<file path="config.mk">
export PLATFORM = sky130hd
export DESIGN_NAME = ir_pulse_distance_transmitter_flat
export DESIGN_NICKNAME = d
export VERILOG_FILES = /design/src/rtl/core/irpdt_pkg.sv /design/src/rtl/core/irpdt_if.sv /design/src/rtl/core/ir_pulse_distance_transmitter.sv /design/src/flat_wrapper.sv
export SDC_FILE = /design/constraint.sdc
export NUM_CORES = 1
export LEC_CHECK = 0
export ABC_CLOCK_PERIOD_IN_PS = 10850
export BUFFER_PORTS_ARGS = -buffer_cell sky130_fd_sc_hd__buf_2
export CORE_MARGIN = 4
export CORE_UTILIZATION = 50
export DETAILED_ROUTE_END_ITERATION = 16
export PLACE_DENSITY = 0.68
export SYNTH_ARGS = -nofsm -noshare
export SYNTH_HDL_FRONTEND = slang
export SYNTH_SLANG_ARGS = --single-unit
</file>
<file path="constraint.sdc">
create_clock -name clk -period 10.85 [get_ports clk]
set_input_delay 0 -clock clk [delete_from_list [all_inputs] [get_ports clk]]
set_output_delay 0 -clock clk [all_outputs]
set_load 0.05 [all_outputs]
</file>
<file path="src/rtl/core/irpdt_pkg.sv">
`default_nettype none

package irpdt_pkg;

  // Width of every timing register and timing counter
  localparam int unsigned TimeW = 17;

  // Item operation codes
  localparam logic [1:0] OP_TICK  = 2'd0;
  localparam logic [1:0] OP_WRITE = 2'd1;
  localparam logic [1:0] OP_START = 2'd2;

  // Configuration register indexes (byte address = 4 * index)
  localparam logic [1:0] REG_GAP     = 2'd0;
  localparam logic [1:0] REG_SHORT   = 2'd1;
  localparam logic [1:0] REG_LONG    = 2'd2;
  localparam logic [1:0] REG_CARRIER = 2'd3;

  localparam logic [TimeW-1:0] GAP_RST     = 17'd49766;
  localparam logic [TimeW-1:0] SHORT_RST   = 17'd6248;
  localparam logic [TimeW-1:0] LONG_RST    = 17'd18635;
  localparam logic [TimeW-1:0] CARRIER_RST = 17'd144;

  // Header mark lasts two gaps, trailer space six gaps
  localparam logic [2:0] HEAD_GAPS = 3'd2;
  localparam logic [2:0] TAIL_GAPS = 3'd6;

  typedef enum logic [2:0] {
    PH_IDLE,
    PH_LEAD_SPACE,
    PH_HEAD_MARK,
    PH_HEAD_SPACE,
    PH_BIT_MARK,
    PH_BIT_SPACE,
    PH_TAIL_MARK,
    PH_TAIL_SPACE
  } phase_t;

  typedef struct packed {
    logic carrier_pin;
    logic envelope;
    logic busy_res;
    logic done_res;
  } res_t;

endpackage

`default_nettype wire

</file>
<file path="src/rtl/core/irpdt_if.sv">
`default_nettype none

interface irpdt_in_if;
  logic       valid;
  logic       ready;
  logic [1:0] op;
  logic       bit_value;
  logic [7:0] frame_length;

  modport source (output valid, op, bit_value, frame_length, input ready);
  modport sink (input valid, op, bit_value, frame_length, output ready);
endinterface

interface irpdt_out_if;
  logic valid;
  logic ready;
  logic carrier_pin;
  logic envelope;
  logic busy_res;
  logic done_res;

  modport source (output valid, carrier_pin, envelope, busy_res, done_res, input ready);
  modport sink (input valid, carrier_pin, envelope, busy_res, done_res, output ready);
endinterface

`default_nettype wire

</file>
<file path="src/rtl/core/ir_pulse_distance_transmitter.sv">
// Pulse-distance infrared transmitter with a gated carrier.
// Input channel in_ch: each transfer carries op, bit_value and frame_length.
//   op write appends bit_value to the bit buffer, op start sends the
//   buffered frame (frame_length bits, saturated to MAX_BITS), op tick
//   advances the frame sequencer and the carrier timer by one timer clock.
// Result channel out_ch: exactly one result per input transfer, in order,
//   carrying the pins after the item, busy_res and done_res.
// Each result is registered into the output queue on its input transfer.
// Throughput: one item per cycle while ready. The bit buffer is a synchronous
//   memory written at one port while idle and read every cycle at the next
//   bit index, so the bit needed by a bit space is always in its read register.
// Stall: results go into a two-entry output queue; in_ch.ready drops only
//   while both entries hold results the receiver has not taken.
// Reset (rst_n low, synchronous): sequencer idle, pointers cleared, pins
//   low/space, registers back to their defaults. The bit buffer is not
//   cleared; a frame must only send bits that were written.
// Configuration: APB writes at byte address 4*index, taken at any time; the
//   timing registers are compared live, so a write during a frame acts at once.
`default_nettype none

module ir_pulse_distance_transmitter #(
  parameter int unsigned MAX_BITS = 128
) (
  input  wire logic        clk,
  input  wire logic        rst_n,
  irpdt_in_if.sink         in_ch,
  irpdt_out_if.source      out_ch,
  input  wire logic        cfg_psel,
  input  wire logic        cfg_penable,
  input  wire logic        cfg_pwrite,
  input  wire logic [3:0]  cfg_paddr,
  input  wire logic [31:0] cfg_pwdata,
  output logic      [31:0] cfg_prdata,
  output logic             cfg_pready
);

  localparam int unsigned TW = irpdt_pkg::TimeW;
  // Counter width holds MAX_BITS itself; address width indexes the buffer
  localparam int unsigned CW = $clog2(MAX_BITS + 1);
  localparam int unsigned AW = (MAX_BITS > 1) ? $clog2(MAX_BITS) : 1;
  localparam logic [8:0]    MaxLen9  = 9'(MAX_BITS);
  localparam logic [CW-1:0] MaxLenCw = CW'(MAX_BITS);

  // ---------------------------------------------------------------------
  // Configuration registers
  // ---------------------------------------------------------------------
  logic [TW-1:0] gap_r, short_r, long_r, chalf_r;
  logic          cfg_wr;

  assign cfg_pready = 1'b1;
  assign cfg_wr     = cfg_psel && cfg_penable && cfg_pwrite;

  always_ff @(posedge clk) begin
    if (!rst_n) begin
      gap_r   <= irpdt_pkg::GAP_RST;
      short_r <= irpdt_pkg::SHORT_RST;
      long_r  <= irpdt_pkg::LONG_RST;
      chalf_r <= irpdt_pkg::CARRIER_RST;
    end else if (cfg_wr) begin
      unique case (cfg_paddr[3:2])
        irpdt_pkg::REG_GAP:     gap_r   <= cfg_pwdata[TW-1:0];
        irpdt_pkg::REG_SHORT:   short_r <= cfg_pwdata[TW-1:0];
        irpdt_pkg::REG_LONG:    long_r  <= cfg_pwdata[TW-1:0];
        irpdt_pkg::REG_CARRIER: chalf_r <= cfg_pwdata[TW-1:0];
        default: ;
      endcase
    end
  end

  always_comb begin
    unique case (cfg_paddr[3:2])
      irpdt_pkg::REG_GAP:     cfg_prdata = {(32 - TW)'(0), gap_r};
      irpdt_pkg::REG_SHORT:   cfg_prdata = {(32 - TW)'(0), short_r};
      irpdt_pkg::REG_LONG:    cfg_prdata = {(32 - TW)'(0), long_r};
      irpdt_pkg::REG_CARRIER: cfg_prdata = {(32 - TW)'(0), chalf_r};
      default:                cfg_prdata = '0;
    endcase
  end

  // ---------------------------------------------------------------------
  // Item decode
  // ---------------------------------------------------------------------
  logic [1:0] cnt_r, cnt_nxt;
  logic       in_fire, out_fire;
  logic       busy;
  logic       is_tick, is_write, is_start;

  assign in_ch.ready = (cnt_r != 2'd2);
  assign in_fire     = in_ch.valid && in_ch.ready;

  irpdt_pkg::phase_t phase_r, phase_nxt;

  assign busy     = (phase_r != irpdt_pkg::PH_IDLE);
  assign is_tick  = in_fire && (in_ch.op == irpdt_pkg::OP_TICK) && busy;
  assign is_write = in_fire && (in_ch.op == irpdt_pkg::OP_WRITE) && !busy;
  assign is_start = in_fire && (in_ch.op == irpdt_pkg::OP_START) && !busy;

  // ---------------------------------------------------------------------
  // Bit buffer: written only while idle, read every cycle at the index the
  // sequencer holds next. Writes and sequencer reads never overlap, since
  // the index only moves while a frame is in flight or on a start.
  // ---------------------------------------------------------------------
  logic          mem [MAX_BITS];
  logic          rd_bit_r;
  logic [CW-1:0] wp_r, wp_nxt;
  logic [CW-1:0] bidx_r, bidx_nxt;
  logic          mem_wr;

  assign mem_wr = is_write && (wp_r < MaxLenCw);
  assign wp_nxt = is_start ? '0 : (mem_wr ? wp_r + 1'b1 : wp_r);

  always_ff @(posedge clk) begin
    if (mem_wr) begin
      mem[wp_r[AW-1:0]] <= in_ch.bit_value;
    end
    rd_bit_r <= mem[bidx_nxt[AW-1:0]];
  end

  // ---------------------------------------------------------------------
  // Frame sequencer: next state
  // ---------------------------------------------------------------------
  logic [CW-1:0] slen_r, slen_nxt;
  logic [2:0]    gap_rep_r, gap_rep_nxt, gap_inc;
  logic [TW-1:0] seg_r, seg_nxt, seg_inc, seg_len;
  logic          line_r, line_nxt;
  logic          seg_end, done;
  logic [8:0]    flen9;
  logic [CW-1:0] bidx_inc;

  assign flen9    = {1'b0, in_ch.frame_length};
  assign slen_nxt = is_start ? ((flen9 > MaxLen9) ? MaxLenCw : CW'(flen9)) : slen_r;
  assign seg_inc  = seg_r + 1'b1;
  assign gap_inc  = gap_rep_r + 1'b1;
  assign bidx_inc = bidx_r + 1'b1;

  always_comb begin
    unique case (phase_r)
      irpdt_pkg::PH_LEAD_SPACE,
      irpdt_pkg::PH_HEAD_MARK,
      irpdt_pkg::PH_HEAD_SPACE,
      irpdt_pkg::PH_TAIL_SPACE: seg_len = gap_r;
      irpdt_pkg::PH_BIT_SPACE:  seg_len = rd_bit_r ? long_r : short_r;
      default:                  seg_len = short_r;
    endcase
  end

  assign seg_end = is_tick && (seg_inc >= seg_len);

  always_comb begin
    phase_nxt   = phase_r;
    seg_nxt     = seg_r;
    gap_rep_nxt = gap_rep_r;
    bidx_nxt    = bidx_r;
    line_nxt    = line_r;
    done        = 1'b0;
    if (is_start) begin
      phase_nxt   = irpdt_pkg::PH_LEAD_SPACE;
      seg_nxt     = '0;
      gap_rep_nxt = '0;
      bidx_nxt    = '0;
      line_nxt    = 1'b1;
    end else if (is_tick && !seg_end) begin
      seg_nxt = seg_inc;
    end else if (seg_end) begin
      seg_nxt = '0;
      unique case (phase_r)
        irpdt_pkg::PH_LEAD_SPACE: begin
          gap_rep_nxt = '0;
          phase_nxt   = irpdt_pkg::PH_HEAD_MARK;
          line_nxt    = 1'b0;
        end
        irpdt_pkg::PH_HEAD_MARK: begin
          gap_rep_nxt = gap_inc;
          if (gap_inc >= irpdt_pkg::HEAD_GAPS) begin
            gap_rep_nxt = '0;
            phase_nxt   = irpdt_pkg::PH_HEAD_SPACE;
            line_nxt    = 1'b1;
          end
        end
        irpdt_pkg::PH_HEAD_SPACE: begin
          bidx_nxt  = '0;
          phase_nxt = (slen_r == '0) ? irpdt_pkg::PH_TAIL_MARK : irpdt_pkg::PH_BIT_MARK;
          line_nxt  = 1'b0;
        end
        irpdt_pkg::PH_BIT_MARK: begin
          phase_nxt = irpdt_pkg::PH_BIT_SPACE;
          line_nxt  = 1'b1;
        end
        irpdt_pkg::PH_BIT_SPACE: begin
          bidx_nxt  = bidx_inc;
          phase_nxt = (bidx_inc >= slen_r) ? irpdt_pkg::PH_TAIL_MARK
                                           : irpdt_pkg::PH_BIT_MARK;
          line_nxt  = 1'b0;
        end
        irpdt_pkg::PH_TAIL_MARK: begin
          gap_rep_nxt = '0;
          phase_nxt   = irpdt_pkg::PH_TAIL_SPACE;
          line_nxt    = 1'b1;
        end
        irpdt_pkg::PH_TAIL_SPACE: begin
          gap_rep_nxt = gap_inc;
          if (gap_inc >= irpdt_pkg::TAIL_GAPS) begin
            gap_rep_nxt = '0;
            phase_nxt   = irpdt_pkg::PH_IDLE;
            done        = 1'b1;
          end
        end
        default: phase_nxt = irpdt_pkg::PH_IDLE;
      endcase
    end
  end

  // ---------------------------------------------------------------------
  // Carrier generator: outputs. Sample the line level held before this
  // tick's segment change.
  // ---------------------------------------------------------------------
  logic [TW-1:0] cc_r, cc_nxt, cc_inc;
  logic          cphase_r, cphase_nxt;
  logic          pin_r, pin_nxt;
  logic          env_r, env_nxt;
  logic          fire;

  assign cc_inc = cc_r + 1'b1;
  assign fire   = is_tick && (cc_inc >= chalf_r);

  always_comb begin
    cc_nxt     = cc_r;
    cphase_nxt = cphase_r;
    pin_nxt    = pin_r;
    env_nxt    = env_r;
    if (is_start) begin
      cc_nxt = '0;
    end else if (fire) begin
      cc_nxt  = '0;
      env_nxt = line_r;
      if (line_r) begin
        pin_nxt = 1'b0;
      end else begin
        pin_nxt    = cphase_r;
        cphase_nxt = !cphase_r;
      end
    end else if (is_tick) begin
      cc_nxt = cc_inc;
    end
  end

  always_ff @(posedge clk) begin
    if (!rst_n) begin
      phase_r   <= irpdt_pkg::PH_IDLE;
      seg_r     <= '0;
      gap_rep_r <= '0;
      bidx_r    <= '0;
      slen_r    <= '0;
      wp_r      <= '0;
      line_r    <= 1'b1;
      cc_r      <= '0;
      cphase_r  <= 1'b0;
      pin_r     <= 1'b0;
      env_r     <= 1'b1;
    end else begin
      phase_r   <= phase_nxt;
      seg_r     <= seg_nxt;
      gap_rep_r <= gap_rep_nxt;
      bidx_r    <= bidx_nxt;
      slen_r    <= slen_nxt;
      wp_r      <= wp_nxt;
      line_r    <= line_nxt;
      cc_r      <= cc_nxt;
      cphase_r  <= cphase_nxt;
      pin_r     <= pin_nxt;
      env_r     <= env_nxt;
    end
  end

  // ---------------------------------------------------------------------
  // Two-entry output queue; head in q0_r
  // ---------------------------------------------------------------------
  irpdt_pkg::res_t res_new, q0_r, q0_nxt, q1_r, q1_nxt;

  assign res_new = '{carrier_pin: pin_nxt, envelope: env_nxt,
                     busy_res: (phase_nxt != irpdt_pkg::PH_IDLE), done_res: done};
  assign out_fire = out_ch.valid && out_ch.ready;

  always_comb begin
    q0_nxt  = q0_r;
    q1_nxt  = q1_r;
    cnt_nxt = cnt_r;
    if (in_fire && !out_fire) begin
      cnt_nxt = cnt_r + 1'b1;
      if (cnt_r == 2'd0) begin
        q0_nxt = res_new;
      end else begin
        q1_nxt = res_new;
      end
    end else if (!in_fire && out_fire) begin
      cnt_nxt = cnt_r - 1'b1;
      q0_nxt  = q1_r;
    end else if (in_fire && out_fire) begin
      if (cnt_r == 2'd1) begin
        q0_nxt = res_new;
      end else begin
        q0_nxt = q1_r;
        q1_nxt = res_new;
      end
    end
  end

  always_ff @(posedge clk) begin
    if (!rst_n) begin
      cnt_r <= '0;
    end else begin
      cnt_r <= cnt_nxt;
    end
    q0_r <= q0_nxt;
    q1_r <= q1_nxt;
  end

  assign out_ch.valid       = (cnt_r != 2'd0);
  assign out_ch.carrier_pin = q0_r.carrier_pin;
  assign out_ch.envelope    = q0_r.envelope;
  assign out_ch.busy_res    = q0_r.busy_res;
  assign out_ch.done_res    = q0_r.done_res;

  // ---------------------------------------------------------------------
  // Assertions
  // ---------------------------------------------------------------------
  a_queue_bound: assert property (@(posedge clk) disable iff (!rst_n)
    cnt_r != 2'd3)
    else $error("output queue count out of range");

  a_idle_until_start: assert property (@(posedge clk) disable iff (!rst_n)
    (phase_r == irpdt_pkg::PH_IDLE && !(in_fire && in_ch.op == irpdt_pkg::OP_START))
      |=> phase_r == irpdt_pkg::PH_IDLE)
    else $error("sequencer left idle without a start");

  a_bit_in_range: assert property (@(posedge clk) disable iff (!rst_n)
    (phase_r == irpdt_pkg::PH_BIT_MARK || phase_r == irpdt_pkg::PH_BIT_SPACE)
      |-> bidx_r < slen_r)
    else $error("bit index beyond frame length");

  a_wp_bound: assert property (@(posedge clk) disable iff (!rst_n)
    wp_r <= MaxLenCw)
    else $error("write pointer beyond buffer");

endmodule

`default_nettype wire

</file>
<file path="src/flat_wrapper.sv">
// flat-port wrapper written by rule: the top's interface ports become plain ports
module ir_pulse_distance_transmitter_flat 
#(
  parameter int unsigned MAX_BITS = 128
)
  (clk, rst_n, cfg_psel, cfg_penable, cfg_pwrite, cfg_paddr, cfg_pwdata, cfg_prdata, cfg_pready, in_ch_valid, in_ch_op, in_ch_bit_value, in_ch_frame_length, in_ch_ready, out_ch_valid, out_ch_carrier_pin, out_ch_envelope, out_ch_busy_res, out_ch_done_res, out_ch_ready);
  irpdt_in_if in_ch_i ();
  irpdt_out_if out_ch_i ();
  input  wire logic clk;
  input  wire logic rst_n;
  input  wire logic cfg_psel;
  input  wire logic cfg_penable;
  input  wire logic cfg_pwrite;
  input  wire logic [3:0] cfg_paddr;
  input  wire logic [31:0] cfg_pwdata;
  output logic      [31:0] cfg_prdata;
  output logic cfg_pready;
  input wire logic [$bits(in_ch_i.valid)-1:0] in_ch_valid;
  input wire logic [$bits(in_ch_i.op)-1:0] in_ch_op;
  input wire logic [$bits(in_ch_i.bit_value)-1:0] in_ch_bit_value;
  input wire logic [$bits(in_ch_i.frame_length)-1:0] in_ch_frame_length;
  output wire logic [$bits(in_ch_i.ready)-1:0] in_ch_ready;
  output wire logic [$bits(out_ch_i.valid)-1:0] out_ch_valid;
  output wire logic [$bits(out_ch_i.carrier_pin)-1:0] out_ch_carrier_pin;
  output wire logic [$bits(out_ch_i.envelope)-1:0] out_ch_envelope;
  output wire logic [$bits(out_ch_i.busy_res)-1:0] out_ch_busy_res;
  output wire logic [$bits(out_ch_i.done_res)-1:0] out_ch_done_res;
  input wire logic [$bits(out_ch_i.ready)-1:0] out_ch_ready;
  assign in_ch_i.valid = in_ch_valid;
  assign in_ch_i.op = in_ch_op;
  assign in_ch_i.bit_value = in_ch_bit_value;
  assign in_ch_i.frame_length = in_ch_frame_length;
  assign in_ch_ready = in_ch_i.ready;
  assign out_ch_valid = out_ch_i.valid;
  assign out_ch_carrier_pin = out_ch_i.carrier_pin;
  assign out_ch_envelope = out_ch_i.envelope;
  assign out_ch_busy_res = out_ch_i.busy_res;
  assign out_ch_done_res = out_ch_i.done_res;
  assign out_ch_i.ready = out_ch_ready;
  ir_pulse_distance_transmitter #(.MAX_BITS(MAX_BITS)) u_core (.clk(clk), .rst_n(rst_n), .in_ch(in_ch_i), .out_ch(out_ch_i), .cfg_psel(cfg_psel), .cfg_penable(cfg_penable), .cfg_pwrite(cfg_pwrite), .cfg_paddr(cfg_paddr), .cfg_pwdata(cfg_pwdata), .cfg_prdata(cfg_prdata), .cfg_pready(cfg_pready));
endmodule
</file>
==> results.ini, run 1 <==
[clocking]
cts_made_buffers=29
clk_latency_ps=560
cts_tree=yes
path_clk_slew_ps=60
cts-root-buf=clkbuf_16
cts_max_path_buffers=3
clkSinkCount=275
htreeDepth=1
cts_resized=0

[power_and_ir_drop]
netSwitchingFraction_pct=25.0
irDropWorstVdd_mv=0.140
internal_power_w=0.00174
power_leakage_nw=5.99
p_total_w=0.00232
switchingPower_w=0.000580
p_comb_share_pct=9.4
p_clk_share_pct=42.2
pwr_density_cell_nw_per_um2=146
seqPwrFrac_pct=48.4

[critical_path]
critPathCaptureType=register
cp.required_ps=11260
crit_arrival_ps=7670
path_class=reg -> reg
slowest_stage=a221oi_4
path_cells=nand2_1 -> nor2_1 -> and2_1 -> buf_4 -> nor2_1 -> buf_4 -> a21oi_1 -> ha_1 -> a21oi_1 -> o21ai_0 -> a221oi_1 -> nand2_1 -> a221oi_4 -> buf_4 -> mux2i_1 -> o32ai_1 -> or4_1 -> o221ai_1 -> a211o_1 -> nand3_1
path_buf_inv=3
slowest_delay_ps=900
crit_top_cell=buf_4
crit_family=compound AO/OA/AOI/OAI gates
cp_max_fo=31
start_kind=register

[grt]
antenna_found_initial=0
grt_pass1_vias=10700
grt_overflow=0
track_usage_pct=22.2
grt_max_degree=129
grt_pass1_wl_um=56300

[min_path]
hold_class=in -> reg

[floorplanning]
fp.dieH_um=176
start_util_pct=50.7
io_pins=93
dieWidth_um=176
core_region_area_um2=27900
dieArea_um2=31000
num_rows=61

[logic_synthesis]
synth-edff-count=136
yosys.area.top_type=edfxtp_1
syn_area_per_cell_um2=9.47
synthCells=1491
synth_warnings=0
synth_area_leaders=edfxtp_1 (29%), dfxtp_1 (20%), nand2_1 (6.2%)
synthArstFlopShare_pct=0
seq_area_frac_synth_pct=48.6
synth_most_common_cell=nand2_1
yosysTopAreaCellShare_pct=28.9
synth_cell_types=67
synth-main-ff-cell=dfxtp_1
synthTopCellsByCount=nand2_1 (235), nor2_1 (225), dfxtp_1 (139)
netlist_area_um2=14100
ys_seq_elements=275

[sta]
skew_ps=13.3
finalSetupViolations=0
grt_setup_unrepaired=false
final.min_clock_period_ps=7260
drv_slew=0
tightestPinTransition_ps=1110
hold_violations=0
timing.setup.tns_ps=0
relSlewSlack_pct=26.1
fmax_mhz=138
finalCritPeriodShare_pct=66.9

[route]
via_per_inst=5.72
wl_per_cell_um=17.9
ant_nets=0
drt_pass1_iterations=5
first_iter_violations=968
wl_um=35000
drc=0
route.vias.total=11200

[placed_design]
io_buffer_count=59
place.gp.congestion=0.855
hpwlAfterDp_um=22400

[finish]
diodes=0
synthToLayoutAreaGrowth_pct=12.2
layout-drive-gt1-share_pct=9.97
nets=1659

[run]
maxCapViolations=0

[status]
status=finished, final reports clean

-- repair_timing --
action | CTS | global route
hold buffers | 36 | 0
buffers inserted | 0 | 0
endpoints found under the hold margin | 80 | 0
-- per-layer routing --
metal / GRT usage [%] / up-vias / routed length (um)
met2: 37.6 / 435 / 16900
met4: 6.79 / 0 / 789
met1: 29.9 / 5367 / 14800
li1: - / 5309 / -
met3: 3.00 / 58 / 2570
met5: 0 / - / 0
-- worst register-to-register path: cells and delay by family (launching register included) --
kind	cells	cell delay [ps]
compound gates	8	2600
simple gates	7	2080
buf+inv	3	1090
flops	1	750
fa+ha+maj	1	310
mux	1	290
-- power groups by stage --
stage / Sequential [W] / Combinational, W / Clock (W)
after CTS: 0.00112 / 0.000218 / 0.000991
after global placement: 0.00114 / 0.000205 / 0
after floorplan: 0.00116 / 0.000138 / 0
after global routing: 0.00112 / 0.000237 / 0.00104
after detailed placement: 0.00114 / 0.000208 / 0
final: 0.00112 / 0.000219 / 0.000979
-- final cells by class --
type / instances / area, um2
Fill cell: 2410 / 12000
Clock buffer: 41 / 842
Clock inverter: 13 / 100
Timing Repair Buffer: 110 / 768
Inverter: 39 / 146
Tap cell: 378 / 473
Multi-Input combinational cell: 1097 / 6650
Sequential cell: 275 / 6870
-- flip-flops by register name (all words and copies together) (netlist names), 2 cells and up --
| signal | cells |
|---|---|
| u_core.q1_r | 4 |
| u_core.seg_r | 17 |
| u_core.cc_r | 17 |
| u_core.gap_r | 17 |
| u_core.wp_r | 8 |
| u_core.cnt_r | 2 |
| u_core.chalf_r | 17 |
| u_core.long_r | 17 |
| u_core.mem | 128 |
| u_core.bidx_r | 8 |
| u_core.gap_rep_r | 3 |
| u_core.slen_r | 8 |
| u_core.short_r | 17 |
| u_core.phase_r | 3 |
-- cell usage in the layout, fill, tap and decap left out, types with 15 or more instances in the layout --
cell type	instances
and3_1	24
xor2_1	41
dlygate4sd3_1	36
nor2_1	225
nand3_1	53
mux4_2	17
ha_1	53
o21ai_0	35
dfxtp_1	139
edfxtp_1	136
conb_1	16
nand2_1	235
inv_1	38
clkbuf_16	30
buf_4	15
mux2i_1	59
nand3b_1	15
a21oi_1	118
a22o_1	16
buf_2	59
xnor2_1	22
-- through the flow --
step	util (%)	hold WS [ps]	std cells	instance area, um2	setup WS, ps
after global routing	56.9	23.3	1953	15900	3070
after global placement	52.2	260	1863	14500	3830
after detailed placement	52.2	265	1863	14500	3760
final	56.9	14.3	1953	15900	3590
after floorplan	-	98.9	1505	14200	5890
after CTS	56.9	1.72	1953	15900	3690
-- kinds of logic (layout without fill, tap and decap cells) --
kind of cell	Yosys count	in the layout	share of synthesized area, %
compound gates	249	249	10.9
xor+xnor	63	63	3.91
fa+ha+maj	53	53	4.69
buf+inv	133	203	4.77
flops	275	275	48.6
mux	82	82	7.37
other cells	2	16	0.0532
simple gates	634	634	19.7
-- path summary, 6_finish.rpt --
path,endpoint,startpoint,slack [ps],cells after the start
min reg2reg,u_core.wp_r[7],u_core.wp_r[7],470,2
max reg2reg,u_core.rd_bit_r,u_core.phase_r[2],3590,20
min,u_core.out_ch.done_res,out_ch_ready,10,3
max,u_core.rd_bit_r,u_core.phase_r[2],3590,20
No activity file was read; power rests on OpenSTA's default activity.
==> inputs of run 2 (changes only) <==
--- a/config.mk
+++ b/config.mk
@@ -5,7 +5,8 @@
 export SDC_FILE = /design/constraint.sdc
 export NUM_CORES = 1
 export LEC_CHECK = 0
-export ABC_CLOCK_PERIOD_IN_PS = 10850
+export ABC_AREA = 1
+export ABC_CLOCK_PERIOD_IN_PS = 6700
 export BUFFER_PORTS_ARGS = -buffer_cell sky130_fd_sc_hd__buf_2
 export CORE_MARGIN = 4
 export CORE_UTILIZATION = 50
==> constraint.sdc (replaced) <==
create_clock -name clk -period 6.7 [get_ports clk]
set_input_delay 0 -clock clk [delete_from_list [all_inputs] [get_ports clk]]
set_output_delay 0 -clock clk [all_outputs]
set_load 0.05 [all_outputs]
==> results.ini, run 2 <==
[finish]
layout-drive-gt1-share_pct=6.99  ; -3.0 points
design_area_um2=16300  ; +2.7%
diodes=0  ; unchanged
regArea_um2=6870  ; unchanged
multi_input_area_um2=6190  ; -7.0%
nets=2000  ; +21%
num-fill-cells=2556  ; +6.1%
largest_reg_flops=128  ; unchanged
synthToLayoutAreaGrowth_pct=12.9
layout_common_cells=nand2_1 (326), nor2_1 (272), inv_1 (249)
postLayoutCoreUtil_pct=58.0  ; +1.1 points
final_common_cell=nand2_1

[route]
wl_per_cell_um=16.4  ; -8.5%
route.vias.total=12500  ; +12%
drc=0  ; unchanged
wl_um=37600  ; +7.5%
drt_pass1_iterations=7  ; +2
ant_nets=0  ; unchanged
first_iter_violations=1172  ; +21%
via_per_inst=5.45  ; -4.7%

[sta]
hold_violations=0  ; unchanged
drv_slew=0  ; unchanged
final.min_clock_period_ps=4870  ; -2390 ps
relSlewSlack_pct=22.8  ; -3.3 points
grt_setup_unrepaired=false
tightestPinTransition_ps=1150  ; +44.9 ps
fmax_mhz=205  ; +49%
skew_ps=33.8  ; +20.4 ps
finalCritPeriodShare_pct=72.7  ; +5.8 points
finalSetupViolations=0  ; unchanged
timing.setup.tns_ps=0  ; unchanged

[critical_path]
path_buf_inv=6  ; +3
crit_top_cell=nand2_1
cp_max_fo=18  ; -42%
crit_family=simple AND/OR/NAND/NOR gates
worst-path-stages=27  ; +35%
critPathCaptureType=register
cp.required_ps=7160  ; -4100 ps
slowest_stage=dfxtp_1
start_kind=register
crit_arrival_ps=5340  ; -2330 ps
path_class=reg -> reg
slowest_delay_ps=430  ; -470 ps
r2r_cells=27  ; +35%

[clocking]
cts_resized=0  ; unchanged
clk_latency_ps=580  ; +20 ps
cts_setup_buffers=0  ; unchanged
cts_max_path_buffers=3  ; unchanged
path_clk_slew_ps=60  ; about the same
cts-root-buf=clkbuf_16
htreeDepth=1  ; unchanged
clkSinkCount=275  ; unchanged
cts_tree=yes
cts_hold_buf=38  ; +5.6%
cts_made_buffers=30  ; +3.4%

[floorplanning]
num_rows=61  ; unchanged
fp.dieH_um=178  ; +1.0%
dieWidth_um=178  ; +1.0%
dieArea_um2=31600  ; +2.0%
start_util_pct=51.3  ; +0.64 points
core_region_area_um2=28100  ; +0.82%
io_pins=93  ; unchanged

[logic_synthesis]
yosys.area.top_type=edfxtp_1
netlist_area_um2=14400  ; +2.1%
synth-main-ff-cell=dfxtp_1
synthCells=1825  ; +22%
synthArstFlopShare_pct=0  ; unchanged
synth_area_leaders=edfxtp_1 (28%), dfxtp_1 (19%), nand2_1 (8.5%)
yosysTopAreaCellShare_pct=28.3  ; -0.59 points
synth_top_family_by_area=simple AND/OR/NAND/NOR gates
synthTopCellsByCount=nand2_1 (326), nor2_1 (272), inv_1 (249)
yosys.area_share.adder_pct=4.60  ; -0.097 points
synthXorXnorAreaFrac_pct=2.13  ; -1.8 points
syn_area_per_cell_um2=7.90  ; -17%
synth_compound_area_share_pct=10.4  ; -0.55 points
muxShareOfSynthArea_pct=0.0781  ; -7.3 points
ys_seq_elements=275  ; unchanged
synth_cell_types=43  ; -36%
synth_most_common_cell=nand2_1
seq_area_frac_synth_pct=47.6  ; -1.0 points
synth-simple-area-share_pct=25.3  ; +5.6 points
synth_warnings=0  ; unchanged
synth-edff-count=136  ; unchanged

[grt]
grt_pass1_wl_um=60200  ; +6.9%
grt_max_degree=129  ; unchanged
grt_pass1_vias=12000  ; +11%
antenna_found_initial=0  ; unchanged
grt_overflow=0  ; unchanged
track_usage_pct=23.4  ; +1.2 points

[min_path]
hold_depth=3  ; unchanged
hold_class=in -> reg

[placed_design]
hpwlAfterDp_um=23000  ; +2.7%
dpl_cell_area_um2=14900  ; +2.7%
io_buffer_count=59  ; unchanged
place.gp.congestion=0.857  ; +0.20%

[power_and_ir_drop]
irDropWorstVdd_mv=0.194  ; +39%
pwr_density_cell_nw_per_um2=235  ; +60%
p_total_w=0.00382  ; +65%
power_leakage_nw=6.86  ; +14%

[status]
status=finished, final reports clean

[run]
maxCapViolations=0  ; unchanged

## run 2: cell count changes in the layout (fill, tap and decap cells not counted), sizes merged, moves of 24 or more
| cell | change |
|---|---|
| nand3 | +114 |
| inv | +216 |
| nand4 | +37 |
| o21ai | +62 |
| and3 | -24 |
| nand2 | +92 |
| nor2 | +47 |
| a21oi | -31 |
| mux2i | -59 |
## run 2: path summary, 6_finish.rpt
kind | from | to | slack [ps]
worst max-delay path | u_core.phase_r[1] | u_core.rd_bit_r | 1830
worst min-delay path | rst_n | u_core.env_r | 30
worst max register to register | u_core.phase_r[1] | u_core.rd_bit_r | 1830
worst min register to register | u_core.cphase_r | u_core.cphase_r | 440
## run 2: cells by family after synthesis
logic type,Yosys count
AOI/OAI and AO/OA,255
xor gates and xnor gates,35
adders and majority gates,53
buffers and inverters,354
DFF,275
muxes,1
other,2
and+or+nand+nor,850
## run 2: worst register-to-register path, stage by stage (launching register included)
cell,delay [ps]
dfxtp_1,430
inv_1,120
nor3_1,390
nand3b_1,190
buf_4,300
nor2_1,120
buf_4,220
a21oi_1,370
ha_1,330
nand2_1,120
nor2_1,70
nand2_1,70
nor2_1,50
nor2_1,120
nand3_2,160
nand2_2,210
inv_2,90
o21ai_0,290
inv_1,70
nand2_1,60
buf_4,310
nand3_1,140
nand3_1,120
nand3_1,100
nand3_1,110
nand2_1,60
nand2_1,60
nand2_1,70
## run 2: cell type report
class / count / area share (%)
inverters: 262 / 6.04
multi-input cells: 1210 / 38.0
flip-flops and latches: 275 / 42.2
clock buffers: 33 / 4.80
well taps: 378 / 2.91
repair buffers: 114 / 5.01
clock inverters: 22 / 1.06
## run 2: routing by layer
layer | track usage, % | vias up | routed length [um]
met5 | 0 | - | 0
met4 | 7.32 | 0 | 1090
met3 | 3.03 | 70 | 2380
met2 | 40.6 | 427 | 18100
met1 | 30.6 | 5854 | 16100
li1 | - | 6148 | -
## run 2: metrics by stage
step | setup slack [ps] | hold WS (ps) | std cells
after floorplan | 2810 | 98.9 | 1839
after global placement | 1960 | 249 | 2201
after detailed placement | 1950 | 254 | 2201
after CTS | 1890 | 20.0 | 2294
after global routing | 1340 | 63.1 | 2294
final | 1830 | 30.7 | 2294
## run 2: power by group
part           switching (W)  total [W]  internal (W)  leakage [nW]
Sequential         0.0000182    0.00182       0.00181          2.35
Combinational       0.000293   0.000402      0.000108          4.04
Clock               0.000681    0.00159      0.000912         0.467
==> inputs of run 3 (changes only) <==
--- a/config.mk
+++ b/config.mk
@@ -5,8 +5,8 @@
 export SDC_FILE = /design/constraint.sdc
 export NUM_CORES = 1
 export LEC_CHECK = 0
-export ABC_AREA = 1
-export ABC_CLOCK_PERIOD_IN_PS = 6700
+export ABC_AREA = 0
+export ABC_CLOCK_PERIOD_IN_PS = 4600
 export BUFFER_PORTS_ARGS = -buffer_cell sky130_fd_sc_hd__buf_2
 export CORE_MARGIN = 4
 export CORE_UTILIZATION = 50
==> constraint.sdc (replaced) <==
create_clock -name clk -period 4.6 [get_ports clk]
set_input_delay 0 -clock clk [delete_from_list [all_inputs] [get_ports clk]]
set_output_delay 0 -clock clk [all_outputs]
set_load 0.05 [all_outputs]
==> results.ini, run 3 (synthesis results as in run 1) <==
[placed_design]
io_buffer_count=59  ; unchanged
place_ws_ps=-217  ; -2170 ps
place.gp.congestion=0.904  ; +5.5%
hpwlAfterDp_um=24400  ; +6.2%

[critical_path]
crit_top_cell=and3_4
slowest_stage=or3_4
critPathCaptureType=register
cp_max_fo=6  ; -12
cp.required_ps=5090  ; -2070 ps
slowest_delay_ps=450  ; +20 ps
crit_arrival_ps=5140  ; -200 ps
worstReg2RegStart=u_core.seg_r[0]
path_cells=ha_4 -> and3_4 -> and3_4 -> and3_4 -> and3_4 -> and3_4 -> nand3_4 -> xnor2_2 -> ha_1 -> nand4_1 -> inv_1 -> a221oi_2 -> buf_4 -> or3_1 -> and3_1 -> o21a_2 -> or3_4 -> o22ai_2 -> nor4_1 -> buf_4 -> o21ai_0 -> nand4_1 -> nand3_1
start_kind=register
crit_path_start=u_core.seg_r[0]
path_class=reg -> reg

[finish]
layout_common_cells=nand2_1 (234), nor2_1 (220), dfxtp_1 (136), edfxtp_1 (136), a21oi_1 (114)
nets=1741  ; -13%
largest_reg_flops=128  ; unchanged
final_common_cell=nand2_1
diodes=0  ; unchanged
postLayoutCoreUtil_pct=60.2  ; +2.2 points
synthToLayoutAreaGrowth_pct=18.7
layout-drive-gt1-share_pct=16.7  ; +9.7 points

[grt]
grt_max_degree=87  ; -33%
antenna_found_initial=0  ; unchanged
grt_pass1_vias=11200  ; -6.5%
grt_overflow=0  ; unchanged
grt_pass1_wl_um=58900  ; -2.2%
track_usage_pct=23.4  ; -0.075 points

[power_and_ir_drop]
irDropWorstVdd_mv=0.295  ; +52%
power_leakage_nw=6.43  ; -6.1%
p_total_w=0.00541  ; +42%
pwr_density_cell_nw_per_um2=322  ; +37%

[sta]
finalWorstSetupSlack_ps=-51.0  ; -1880 ps
finalCritPeriodShare_pct=101  ; +28 points
drv_slew=0  ; unchanged
hold_violations=0  ; unchanged
relSlewSlack_pct=28.5  ; +5.7 points
skew_ps=14.2  ; -19.6 ps
fmax_mhz=215  ; +4.8%
hold_slack_ps=7.70  ; -23.0 ps
final.min_clock_period_ps=4650  ; -222 ps
grt_setup_unrepaired=true
tightestPinTransition_ps=1070  ; -84.1 ps
finalSetupViolations=1  ; +1

[floorplanning]
fp.dieH_um=176  ; -0.99%
io_pins=93  ; unchanged
dieWidth_um=176  ; -0.99%
start_util_pct=50.7  ; -0.64 points
dieArea_um2=31000  ; -2.0%
num_rows=61  ; unchanged
core_region_area_um2=27900  ; -0.81%

[run]
maxCapViolations=0  ; unchanged

[clocking]
cts-root-buf=clkbuf_16
cts_max_path_buffers=3  ; unchanged
clkSinkCount=275  ; unchanged
clk_latency_ps=550  ; -30 ps
path_clk_slew_ps=60  ; about the same
cts_made_buffers=29  ; -3.3%
htreeDepth=1  ; unchanged
cts_tree=yes

[min_path]
hold_class=in -> reg
min_from=out_ch_ready

[route]
drt_pass1_iterations=5  ; -2
route.vias.total=11500  ; -8.2%
wl_per_cell_um=18.2  ; +11%
via_per_inst=5.64  ; +3.5%
wl_um=37000  ; -1.7%
first_iter_violations=1110  ; -5.3%
drc=0  ; unchanged
ant_nets=0  ; unchanged

[status]
status=complete, but fails checks
violations=setup timing

-- run 3: cell count changes in the layout (fill, tap and decap cells not counted), moves of 13 or more --
cell / delta
nand4_1: -37
nand2_1: -92
nor2_1: -52
o2111ai_1: -16
o21ai_0: -65
nor2b_1: +13
nand3_1: -115
mux2i_1: +56
mux4_2: +17
and3_1: +15
inv_1: -211
xor2_1: +15
buf_4: +72
a21oi_1: +27
-- run 3: critical path: cells and delay by family (launching register included) --
kind / cells / cell delay [ps]
compound gates: 4 / 720
simple gates: 13 / 2490
xor+xnor: 1 / 160
flops: 1 / 350
buf+inv: 3 / 410
fa+ha+maj: 2 / 450
-- run 3: per-layer routing --
layer,track usage (%),wire (um),up-vias
met2,37.5,17000,441
met5,0,0,-
li1,-,-,5493
met3,3.06,2570,82
met1,33.1,16300,5458
met4,7.54,1200,0
-- run 3: worst paths after layout --
check | slack (ps) | cells past startpoint | to
worst max-delay path | -50 | 23 | u_core.rd_bit_r
worst min-delay path | 8 | 6 | u_core.cnt_r[0]
worst max register to register | -50 | 23 | u_core.rd_bit_r
worst min register to register | 470 | 2 | u_core.gap_r[3]
-- run 3: power breakdown --
part           leakage, nW  total [W]  switching, W  internal, W
sequential            2.35    0.00264     0.0000226      0.00262
combinational         3.67   0.000551      0.000378     0.000173
clock                0.420    0.00221      0.000953      0.00126
-- run 3: through the flow --
stage | std cells | instance area [um2] | TNS (ps)
detailed placement | 1929 | 15200 | -217
global placement | 1929 | 15200 | -143
global route | 2034 | 16800 | -290
floorplan | 1505 | 14200 | 0
CTS | 2020 | 16500 | 0
finish | 2034 | 16800 | -51.0
-- run 3: cell type report --
class,count,area [um2]
inverters,39,146
repair buffers,192,1520
well taps,378,473
clock buffers,34,744
fillers,2308,11100
clock inverters,19,143
multi-input cells,1097,6870
flip-flops and latches,275,6870
-- run 3: timing repair --
item                       in CTS  in global routing
buffers inserted                4                 14
hold endpoints to repair       79                  0
setup endpoints to repair       1                  2
gates resized for setup        18                 27
hold buffers                   33                  0
pin swaps                      10                 12
gates cloned                    1                  0
